`src/rtl/core/slru_pkg.sv`:
```
// shared types and defaults of the keyed lru store
// no dependencies
package slru_pkg;

    localparam int DEF_ENTRIES    = 16;
    localparam int DEF_KEY_BITS   = 32;
    localparam int DEF_VALUE_BITS = 32;

    localparam int KEY_W   = 32;
    localparam int VALUE_W = 32;
    localparam int SIZE_W  = 16;
    localparam int CAP_W   = 24;
    localparam int EVC_W   = 5;

    localparam logic [CAP_W-1:0] CAP_RESET = 24'd65536;

    typedef enum logic [2:0] {
        OP_PUT    = 3'd0,
        OP_GET    = 3'd1,
        OP_HAS    = 3'd2,
        OP_QUERY  = 3'd3,
        OP_REMOVE = 3'd4,
        OP_CLEAR  = 3'd5
    } op_t;

    typedef enum logic [3:0] {
        ST_IDLE,
        ST_SCAN,
        ST_DECIDE,
        ST_UL_RD,
        ST_UL_GO,
        ST_SN_RD,
        ST_SN_WR,
        ST_SP_RD,
        ST_SP_WR,
        ST_CHK,
        ST_HD_RD,
        ST_EVICT,
        ST_APPEND,
        ST_DONE
    } state_t;

endpackage

```
`src/rtl/core/slru_ram.sv`:
```
// generic single-write, single-read synchronous ram with registered read
// depends on slru_pkg for its defaults
module slru_ram import slru_pkg::*;
#(
    parameter int WIDTH = DEF_KEY_BITS,
    parameter int DEPTH = DEF_ENTRIES
)
(
    input  logic                     clk,
    input  logic                     we,
    input  logic [$clog2(DEPTH)-1:0] waddr,
    input  logic [WIDTH-1:0]         wdata,
    input  logic [$clog2(DEPTH)-1:0] raddr,
    output logic [WIDTH-1:0]         rdata
);

    logic [WIDTH-1:0] mem [DEPTH];

    always_ff @(posedge clk)
    begin
        if (we)
        begin
            mem[waddr] <= wdata;
        end
        rdata <= mem[raddr];
    end

endmodule

```
`src/rtl/core/size_weighted_lru_store.sv`:
```
// keyed store with recency order and a size-weighted capacity limit
// depends on slru_pkg and slru_ram
// each command scans every entry; put, remove and a get not at the tail unlink a hit;
// a put evicts the head while full or over capacity; put and a get hit then append
// one item at a time: the key scan reads the data ram one entry a cycle
// reset: empty store, used total zero, capacity 65536; the receiver cannot stall
module size_weighted_lru_store import slru_pkg::*;
#(
    parameter int ENTRIES    = DEF_ENTRIES,
    parameter int KEY_BITS   = DEF_KEY_BITS,
    parameter int VALUE_BITS = DEF_VALUE_BITS
)
(
    input  logic               clk,
    input  logic               rst_n,
    input  logic               start,
    output logic               busy,
    input  logic [2:0]         op,
    input  logic [KEY_W-1:0]   key,
    input  logic [VALUE_W-1:0] value,
    input  logic [SIZE_W-1:0]  item_size,
    output logic               done,
    output logic               hit,
    output logic [VALUE_W-1:0] found_value,
    output logic [SIZE_W-1:0]  found_size,
    output logic [EVC_W-1:0]   evicted_count,
    output logic [CAP_W-1:0]   used_total,
    input  logic               cfg_valid,
    output logic               cfg_ready,
    input  logic [CAP_W-1:0]   cfg_data
);

    localparam int IW = $clog2(ENTRIES);
    localparam int CW = $clog2(ENTRIES + 1);
    localparam int SW = IW + 1;
    localparam int DW = KEY_BITS + VALUE_BITS + SIZE_W;
    localparam int LW = 2 * IW;

    state_t                state_reg, state_next;
    op_t                   op_reg, op_next;
    logic [KEY_BITS-1:0]   key_reg, key_next;
    logic [VALUE_BITS-1:0] val_reg, val_next;
    logic [SIZE_W-1:0]     size_reg, size_next;
    logic [CAP_W-1:0]      cap_reg, cap_next;
    logic [CAP_W-1:0]      sum_reg, sum_next;
    logic [CW-1:0]         count_reg, count_next;
    logic [IW-1:0]         head_reg, head_next;
    logic [IW-1:0]         tail_reg, tail_next;
    logic [ENTRIES-1:0]    valid_reg, valid_next;
    logic [SW-1:0]         scan_reg, scan_next;
    logic                  hit_reg, hit_next;
    logic [IW-1:0]         slot_reg, slot_next;
    logic [IW-1:0]         free_reg, free_next;
    logic                  free_ok_reg, free_ok_next;
    logic [VALUE_BITS-1:0] fval_reg, fval_next;
    logic [SIZE_W-1:0]     fsize_reg, fsize_next;
    logic [SIZE_W-1:0]     ssize_reg, ssize_next;
    logic [CW-1:0]         ev_reg, ev_next;
    logic [IW-1:0]         a_reg, a_next;
    logic [IW-1:0]         v_reg, v_next;
    logic [IW-1:0]         p_reg, p_next;
    logic [IW-1:0]         n_reg, n_next;
    logic                  ul_reg, ul_next;

    logic          d_we;
    logic [IW-1:0] d_waddr, d_raddr;
    logic [DW-1:0] d_wdata, d_rdata;
    logic          l_we;
    logic [IW-1:0] l_waddr, l_raddr;
    logic [LW-1:0] l_wdata, l_rdata;

    logic [KEY_BITS-1:0]   d_key;
    logic [VALUE_BITS-1:0] d_val;
    logic [SIZE_W-1:0]     d_size;
    logic [IW-1:0]         l_prev, l_next;
    logic [IW-1:0]         scan_idx;
    logic [IW-1:0]         tgt;
    state_t                after_ul;
    logic                  over;

    slru_ram #(.WIDTH(DW), .DEPTH(ENTRIES)) u_data_ram
    (
        .clk   (clk),
        .we    (d_we),
        .waddr (d_waddr),
        .wdata (d_wdata),
        .raddr (d_raddr),
        .rdata (d_rdata)
    );

    // recency list: prev and next slot of every entry
    slru_ram #(.WIDTH(LW), .DEPTH(ENTRIES)) u_link_ram
    (
        .clk   (clk),
        .we    (l_we),
        .waddr (l_waddr),
        .wdata (l_wdata),
        .raddr (l_raddr),
        .rdata (l_rdata)
    );

    assign d_key    = d_rdata[DW-1 -: KEY_BITS];
    assign d_val    = d_rdata[SIZE_W +: VALUE_BITS];
    assign d_size   = d_rdata[SIZE_W-1:0];
    assign l_prev   = l_rdata[LW-1 -: IW];
    assign l_next   = l_rdata[IW-1:0];
    assign scan_idx = IW'(scan_reg - SW'(1));
    assign tgt      = (op_reg == OP_GET) ? slot_reg : free_reg;
    assign over     = ({1'b0, sum_reg} + (CAP_W + 1)'(size_reg)) > {1'b0, cap_reg};

    always_comb
    begin
        case (op_reg)
            OP_GET:  after_ul = ST_APPEND;
            OP_PUT:  after_ul = ST_CHK;
            default: after_ul = ST_DONE;
        endcase
    end

    always_comb
    begin
        state_next   = state_reg;
        op_next      = op_reg;
        key_next     = key_reg;
        val_next     = val_reg;
        size_next    = size_reg;
        cap_next     = cap_reg;
        sum_next     = sum_reg;
        count_next   = count_reg;
        head_next    = head_reg;
        tail_next    = tail_reg;
        valid_next   = valid_reg;
        scan_next    = scan_reg;
        hit_next     = hit_reg;
        slot_next    = slot_reg;
        free_next    = free_reg;
        free_ok_next = free_ok_reg;
        fval_next    = fval_reg;
        fsize_next   = fsize_reg;
        ssize_next   = ssize_reg;
        ev_next      = ev_reg;
        a_next       = a_reg;
        v_next       = v_reg;
        p_next       = p_reg;
        n_next       = n_reg;
        ul_next      = ul_reg;
        d_we         = 1'b0;
        d_waddr      = tgt;
        d_wdata      = {key_reg, val_reg, size_reg};
        d_raddr      = head_reg;
        l_we         = 1'b0;
        l_waddr      = tgt;
        l_wdata      = {tail_reg, IW'(0)};
        l_raddr      = head_reg;

        if (cfg_valid && cfg_ready)
        begin
            cap_next = cfg_data;
        end

        case (state_reg)
            ST_IDLE:
            begin
                if (start)
                begin
                    op_next      = op_t'(op);
                    key_next     = KEY_BITS'(key);
                    val_next     = VALUE_BITS'(value);
                    size_next    = item_size;
                    hit_next     = 1'b0;
                    free_ok_next = 1'b0;
                    fval_next    = '0;
                    fsize_next   = '0;
                    ev_next      = '0;
                    ul_next      = 1'b0;
                    scan_next    = '0;
                    state_next   = ST_SCAN;
                end
            end
            ST_SCAN:
            begin
                d_raddr = scan_reg[IW-1:0];
                // data of the previous address is on the read port now
                if (scan_reg != SW'(0))
                begin
                    if (valid_reg[scan_idx] && d_key == key_reg)
                    begin
                        hit_next   = 1'b1;
                        slot_next  = scan_idx;
                        fval_next  = d_val;
                        fsize_next = d_size;
                        ssize_next = d_size;
                    end
                    if (!valid_reg[scan_idx] && !free_ok_reg)
                    begin
                        free_next    = scan_idx;
                        free_ok_next = 1'b1;
                    end
                end
                if (scan_reg == SW'(ENTRIES))
                begin
                    state_next = ST_DECIDE;
                end
                else
                begin
                    scan_next = scan_reg + SW'(1);
                end
            end
            ST_DECIDE:
            begin
                if (op_reg != OP_GET)
                begin
                    fval_next = '0;
                end
                if (op_reg != OP_QUERY)
                begin
                    fsize_next = '0;
                end
                case (op_reg)
                    OP_PUT:    state_next = hit_reg ? ST_UL_RD : ST_CHK;
                    OP_GET:    state_next = (hit_reg && slot_reg != tail_reg) ? ST_UL_RD
                                                                              : ST_DONE;
                    OP_REMOVE: state_next = hit_reg ? ST_UL_RD : ST_DONE;
                    OP_CLEAR:
                    begin
                        ev_next    = count_reg;
                        valid_next = '0;
                        count_next = '0;
                        sum_next   = '0;
                        state_next = ST_DONE;
                    end
                    default:   state_next = ST_DONE;
                endcase
            end
            ST_UL_RD:
            begin
                l_raddr    = slot_reg;
                state_next = ST_UL_GO;
            end
            ST_UL_GO:
            begin
                p_next = l_prev;
                n_next = l_next;
                if (op_reg != OP_GET)
                begin
                    valid_next[slot_reg] = 1'b0;
                    count_next           = count_reg - CW'(1);
                    sum_next             = sum_reg - CAP_W'(ssize_reg);
                    ev_next              = ev_reg + CW'(1);
                    free_next            = slot_reg;
                end
                if (slot_reg == head_reg && slot_reg == tail_reg)
                begin
                    state_next = after_ul;
                end
                else if (slot_reg == head_reg)
                begin
                    head_next  = l_next;
                    state_next = after_ul;
                end
                else if (slot_reg == tail_reg)
                begin
                    tail_next  = l_prev;
                    state_next = after_ul;
                end
                else
                begin
                    a_next     = l_prev;
                    v_next     = l_next;
                    ul_next    = 1'b1;
                    state_next = ST_SN_RD;
                end
            end
            ST_SN_RD:
            begin
                l_raddr    = a_reg;
                state_next = ST_SN_WR;
            end
            ST_SN_WR:
            begin
                l_we       = 1'b1;
                l_waddr    = a_reg;
                l_wdata    = {l_prev, v_reg};
                state_next = ul_reg ? ST_SP_RD : ST_DONE;
            end
            ST_SP_RD:
            begin
                l_raddr    = n_reg;
                state_next = ST_SP_WR;
            end
            ST_SP_WR:
            begin
                l_we       = 1'b1;
                l_waddr    = n_reg;
                l_wdata    = {p_reg, l_next};
                ul_next    = 1'b0;
                state_next = after_ul;
            end
            ST_CHK:
            begin
                if (count_reg != CW'(0) && (over || count_reg == CW'(ENTRIES)))
                begin
                    state_next = ST_HD_RD;
                end
                else
                begin
                    state_next = ST_APPEND;
                end
            end
            ST_HD_RD:
            begin
                d_raddr    = head_reg;
                l_raddr    = head_reg;
                state_next = ST_EVICT;
            end
            ST_EVICT:
            begin
                // oldest entry leaves; its prev link is never read again
                valid_next[head_reg] = 1'b0;
                head_next            = l_next;
                count_next           = count_reg - CW'(1);
                sum_next             = sum_reg - CAP_W'(d_size);
                ev_next              = ev_reg + CW'(1);
                free_next            = head_reg;
                state_next           = ST_CHK;
            end
            ST_APPEND:
            begin
                l_we      = 1'b1;
                tail_next = tgt;
                a_next    = tail_reg;
                v_next    = tgt;
                if (op_reg != OP_GET)
                begin
                    d_we            = 1'b1;
                    valid_next[tgt] = 1'b1;
                    count_next      = count_reg + CW'(1);
                    sum_next        = sum_reg + CAP_W'(size_reg);
                end
                if (op_reg != OP_GET && count_reg == CW'(0))
                begin
                    head_next  = tgt;
                    state_next = ST_DONE;
                end
                else
                begin
                    state_next = ST_SN_RD;
                end
            end
            ST_DONE:
            begin
                state_next = ST_IDLE;
            end
            default:
            begin
                state_next = ST_IDLE;
            end
        endcase
    end

    always_ff @(posedge clk or negedge rst_n)
    begin
        if (!rst_n)
        begin
            state_reg   <= ST_IDLE;
            op_reg      <= OP_PUT;
            key_reg     <= '0;
            val_reg     <= '0;
            size_reg    <= '0;
            cap_reg     <= CAP_RESET;
            sum_reg     <= '0;
            count_reg   <= '0;
            head_reg    <= '0;
            tail_reg    <= '0;
            valid_reg   <= '0;
            scan_reg    <= '0;
            hit_reg     <= 1'b0;
            slot_reg    <= '0;
            free_reg    <= '0;
            free_ok_reg <= 1'b0;
            fval_reg    <= '0;
            fsize_reg   <= '0;
            ssize_reg   <= '0;
            ev_reg      <= '0;
            a_reg       <= '0;
            v_reg       <= '0;
            p_reg       <= '0;
            n_reg       <= '0;
            ul_reg      <= 1'b0;
        end
        else
        begin
            state_reg   <= state_next;
            op_reg      <= op_next;
            key_reg     <= key_next;
            val_reg     <= val_next;
            size_reg    <= size_next;
            cap_reg     <= cap_next;
            sum_reg     <= sum_next;
            count_reg   <= count_next;
            head_reg    <= head_next;
            tail_reg    <= tail_next;
            valid_reg   <= valid_next;
            scan_reg    <= scan_next;
            hit_reg     <= hit_next;
            slot_reg    <= slot_next;
            free_reg    <= free_next;
            free_ok_reg <= free_ok_next;
            fval_reg    <= fval_next;
            fsize_reg   <= fsize_next;
            ssize_reg   <= ssize_next;
            ev_reg      <= ev_next;
            a_reg       <= a_next;
            v_reg       <= v_next;
            p_reg       <= p_next;
            n_reg       <= n_next;
            ul_reg      <= ul_next;
        end
    end

    assign busy          = (state_reg != ST_IDLE);
    assign cfg_ready     = (state_reg == ST_IDLE);
    assign done          = (state_reg == ST_DONE);
    assign hit           = hit_reg;
    assign found_value   = VALUE_W'(fval_reg);
    assign found_size    = fsize_reg;
    assign evicted_count = (32'(ev_reg) > 32'd31) ? 5'd31 : EVC_W'(ev_reg);
    assign used_total    = sum_reg;

endmodule

```
`config.mk`:
```
export PLATFORM = sky130hd
export DESIGN_NAME = size_weighted_lru_store
export DESIGN_NICKNAME = d
export VERILOG_FILES = /design/src/rtl/core/slru_pkg.sv /design/src/rtl/core/slru_ram.sv /design/src/rtl/core/size_weighted_lru_store.sv
export SDC_FILE = /design/constraint.sdc
export NUM_CORES = 2
export LEC_CHECK = 0
export ABC_CLOCK_PERIOD_IN_PS = 8450
export BUFFER_PORTS_ARGS = -buffer_cell sky130_fd_sc_hd__clkbuf_2
export CORE_ASPECT_RATIO = 1.2
export CORE_UTILIZATION = 45
export CTS_BUF_LIST = sky130_fd_sc_hd__clkbuf_4 sky130_fd_sc_hd__clkbuf_8
export DETAILED_ROUTE_END_ITERATION = 6
export GPL_TIMING_DRIVEN = 0
export PLACE_DENSITY = 0.58
export SYNTH_ARGS = -nofsm -noshare
export SYNTH_HDL_FRONTEND = slang
export SYNTH_SLANG_ARGS = --single-unit
```
`constraint.sdc`:
```
create_clock -name clk -period 8.45 [get_ports clk]
set_clock_uncertainty 0.05 [all_clocks]
set_input_delay 0.845 -clock clk [delete_from_list [all_inputs] [get_ports clk]]
set_output_delay 0.845 -clock clk [all_outputs]
set_load 0.005 [all_outputs]
```
==> results by group <==
Clock tree
  • Clk buf depth: 4
  • CTS tree: done
  • Hold_buf cts: 90
  • Post-CTS setup buffer count: 0
  • H-tree levels: 5
  • Resize count post-CTS: 0
  • Num CTS Buffers: 298
  • Sink Count: 1761
  • Root buffer cell: clkbuf_8
  • Clk Latency, worst-skew pair: 1.02 ns
  • Clock transition at path regs: 0.06 ns

Logic synthesis
  • Post-Synth Simple-Gate Area: 0.0612
  • Post-synth net total: 4464
  • Post-synthesis async set-or-reset flop share: 0.150
  • Mapped Cells: 4278
  • Synth Warn #: 0
  • Post-synthesis sequential area ratio: 0.715
  • Post-Synth XOR/XNOR Area: 0.0129
  • EDFF count, synth: 1408
  • Distinct cell type count after synthesis: 73
  • Post-synthesis compound-gate area fraction: 0.0513
  • Synth Area per Inst: 16.6 um2
  • Yosys top cell area share: 0.597
  • Adder-cell share of the synthesized area: 0.0136
  • Post-synthesis register bit count: 1761
  • Mux contribution to synthesized area: 0.130
  • Most used DFF post-synth: edfxtp_1
  • Synth area leader: edfxtp_1
  • Ranking of synthesized cells by area: edfxtp_1 60%, mux4_2 10%, dfrtp_1 9.3%
  • Largest family of logic cells by synthesized area: multiplexers
  • Synth Cell Area: 70900 um2

STA
  • Min Tclk post-route: 5.69 ns
  • Fin crit share: 0.673
  • Worst Max-Slew Pin Slew: 1.34 ns
  • Max Clk Rate: 176 MHz
  • Final Slew Violations: 0
  • RSZ-0062 raised after global routing: false
  • Final Hold Fails: 0
  • Hold Worst Slack: 0.110 ns
  • Worst rel slew slack: 0.110
  • Finish-stage setup viols: 0

Critical path
  • Element type at the critical path end: flop
  • CP Data Arrival Time: 6.52 ns
  • CP Class: flop to flop
  • Largest fanout on the critical path: 10
  • CP required: 9.29 ns
  • R2R Setup Slk: 2.76 ns
  • Startpoint types: flop

Layout
  • Fillers: 12900
  • Layout cell share with drive strength beyond 1: 0.233
  • Biggest register: u_data_ram.mem
  • Final Util: 0.529
  • # nets final: 5112
  • Leading cell type in the layout, fill and taps excluded: edfxtp_1
  • Layout area overhead: 16.7%
  • Largest registers: u_data_ram.mem x1280, u_link_ram.mem x128, u_data_ram.rdata x80
  • Max FFs per register: 1280
  • Most frequent cells in the layout: 1408 x edfxtp_1, 612 x nand2_1, 327 x clkbuf_8

Power and ir drop
  • Leak: 29.6 nW
  • Peak VDD IR: 0.000166 V
  • PD cells: 370 nW/um2

Drt
  • Iter 0 DRT Violations: 3104
  • Router iterations before antenna repair: 6
  • Post-route ant nets: 0
  • # DRC: 0
  • Vias per cell: 5.58
  • Avg WL per Cell: 25.6 um
  • WL final: 185000 um
  • Via count of the routed design: 40400

GRT
  • Antenna violations before repair: 8
  • Vias in the first global route: 41800
  • Largest net degree at the start of global routing: 90
  • Overflow after GRT: 0
  • Gr usage total: 0.234
  • First-pass GRT wire length: 272000 um

Floorplanning
  • Core area: 156000 um2
  • Full die area: 159000 um2
  • Starting Density: 0.453
  • Site row count: 159
  • DIE WIDTH: 364 um
  • I/O pins: 192
  • Chip Height: 437 um

Placed design
  • Port Buffers: 191
  • Gpl congestion: 0.889
  • HPWL after DPL: 123000 um

Outcome
  • Status: completed

Min path
  • Hold Crit Class: input port to flop

Run
  • Maxcap violations: 0
worst paths after layout:
kind,start,cells past startpoint,endpoint
min in group asynchronous,rst_n,2,size_reg[3]
min,value[3],3,val_reg[3]
min reg2reg,u_data_ram.rdata[35],2,found_value[19]
max reg2reg,state_reg[0],19,used_total[22]
max in group asynchronous,rst_n,4,val_reg[10]
max,state_reg[0],19,used_total[22]
where the power goes:
part / internal [mW] / switching (mW) / total [mW]
combinational: 4.32 / 6.26 / 10.6
sequential: 11.1 / 1.31 / 12.5
clock: 4.18 / 3.37 / 7.55
total: 19.7 / 10.9 / 30.6
synthesized netlist by cell type, types with 39 or more instances:
library cell and count:
nor2_1 134, buf_2 39, a211oi_1 89, inv_1 59
mux2i_1 132, a21oi_1 75, mux2_2 53, clkbuf_1 146
dfrtp_1 264, nand2_1 612, dfxtp_1 88, edfxtp_1 1408
xnor2_1 66, o21ai_0 121, a31oi_1 95, and2_1 85
ha_1 72, mux4_2 325
per-stage QoR:
stage	worst slack [ns]	TNS [ns]	cell area (um2)	power, mW	instances
after global placement	-2.72	-2937.24	74400	23.1	6562
after floorplan	2.53	0	70900	19.3	4278
after CTS	2.84	0	82700	30.9	7236
after global routing	2.41	0	82700	32.2	7237
final	2.76	0	82700	30.6	7241
after detailed placement	2.87	0	76000	23.3	6629
layout make-up:
type	count	area [um2]	share of cell area
well taps	2093	2620	0.0317
inverters	62	235	0.00284
repair buffers	348	3250	0.0392
clock buffers	431	5280	0.0638
clock inverters	86	552	0.00667
multi-input cells	2236	19200	0.232
diodes	5	12.5	0.000151
flip-flops and latches	1761	50700	0.613
plain buffers	219	882	0.0107
cell families after synthesis:
logic type | after synthesis
DFF | 1761
and+or+nand+nor | 992
AOI/OAI and AO/OA | 555
muxes | 510
buffers and inverters | 281
xor gates and xnor gates | 104
adders and majority gates | 75
metal layers:
| metal | part of all wire | global-route usage |
|---|---|---|
| met3 | 0.058 | 0.0420 |
| met1 | 0.41 | 0.302 |
| met5 | 0 | 0 |
| met4 | 0.030 | 0.0816 |
| met2 | 0.50 | 0.397 |
critical path, cell delays in order, from the launching register on:
cell and delay [ns]:
dfrtp_1 0.35, clkbuf_1 0.22, or2_1 0.27, clkbuf_1 0.19, nor2_1 0.22, clkbuf_1 0.46, buf_1 0.75, a22oi_1 0.19
o21ai_0 0.14, ha_1 0.20, inv_1 0.06, fa_1 0.40, nor2b_1 0.22, o211ai_1 0.15, a211oi_1 0.47, o221ai_1 0.31
a211oi_1 0.36, o41ai_1 0.21, o21a_1 0.21, o211ai_1 0.17
No activity file was read; power rests on OpenSTA's default activity.
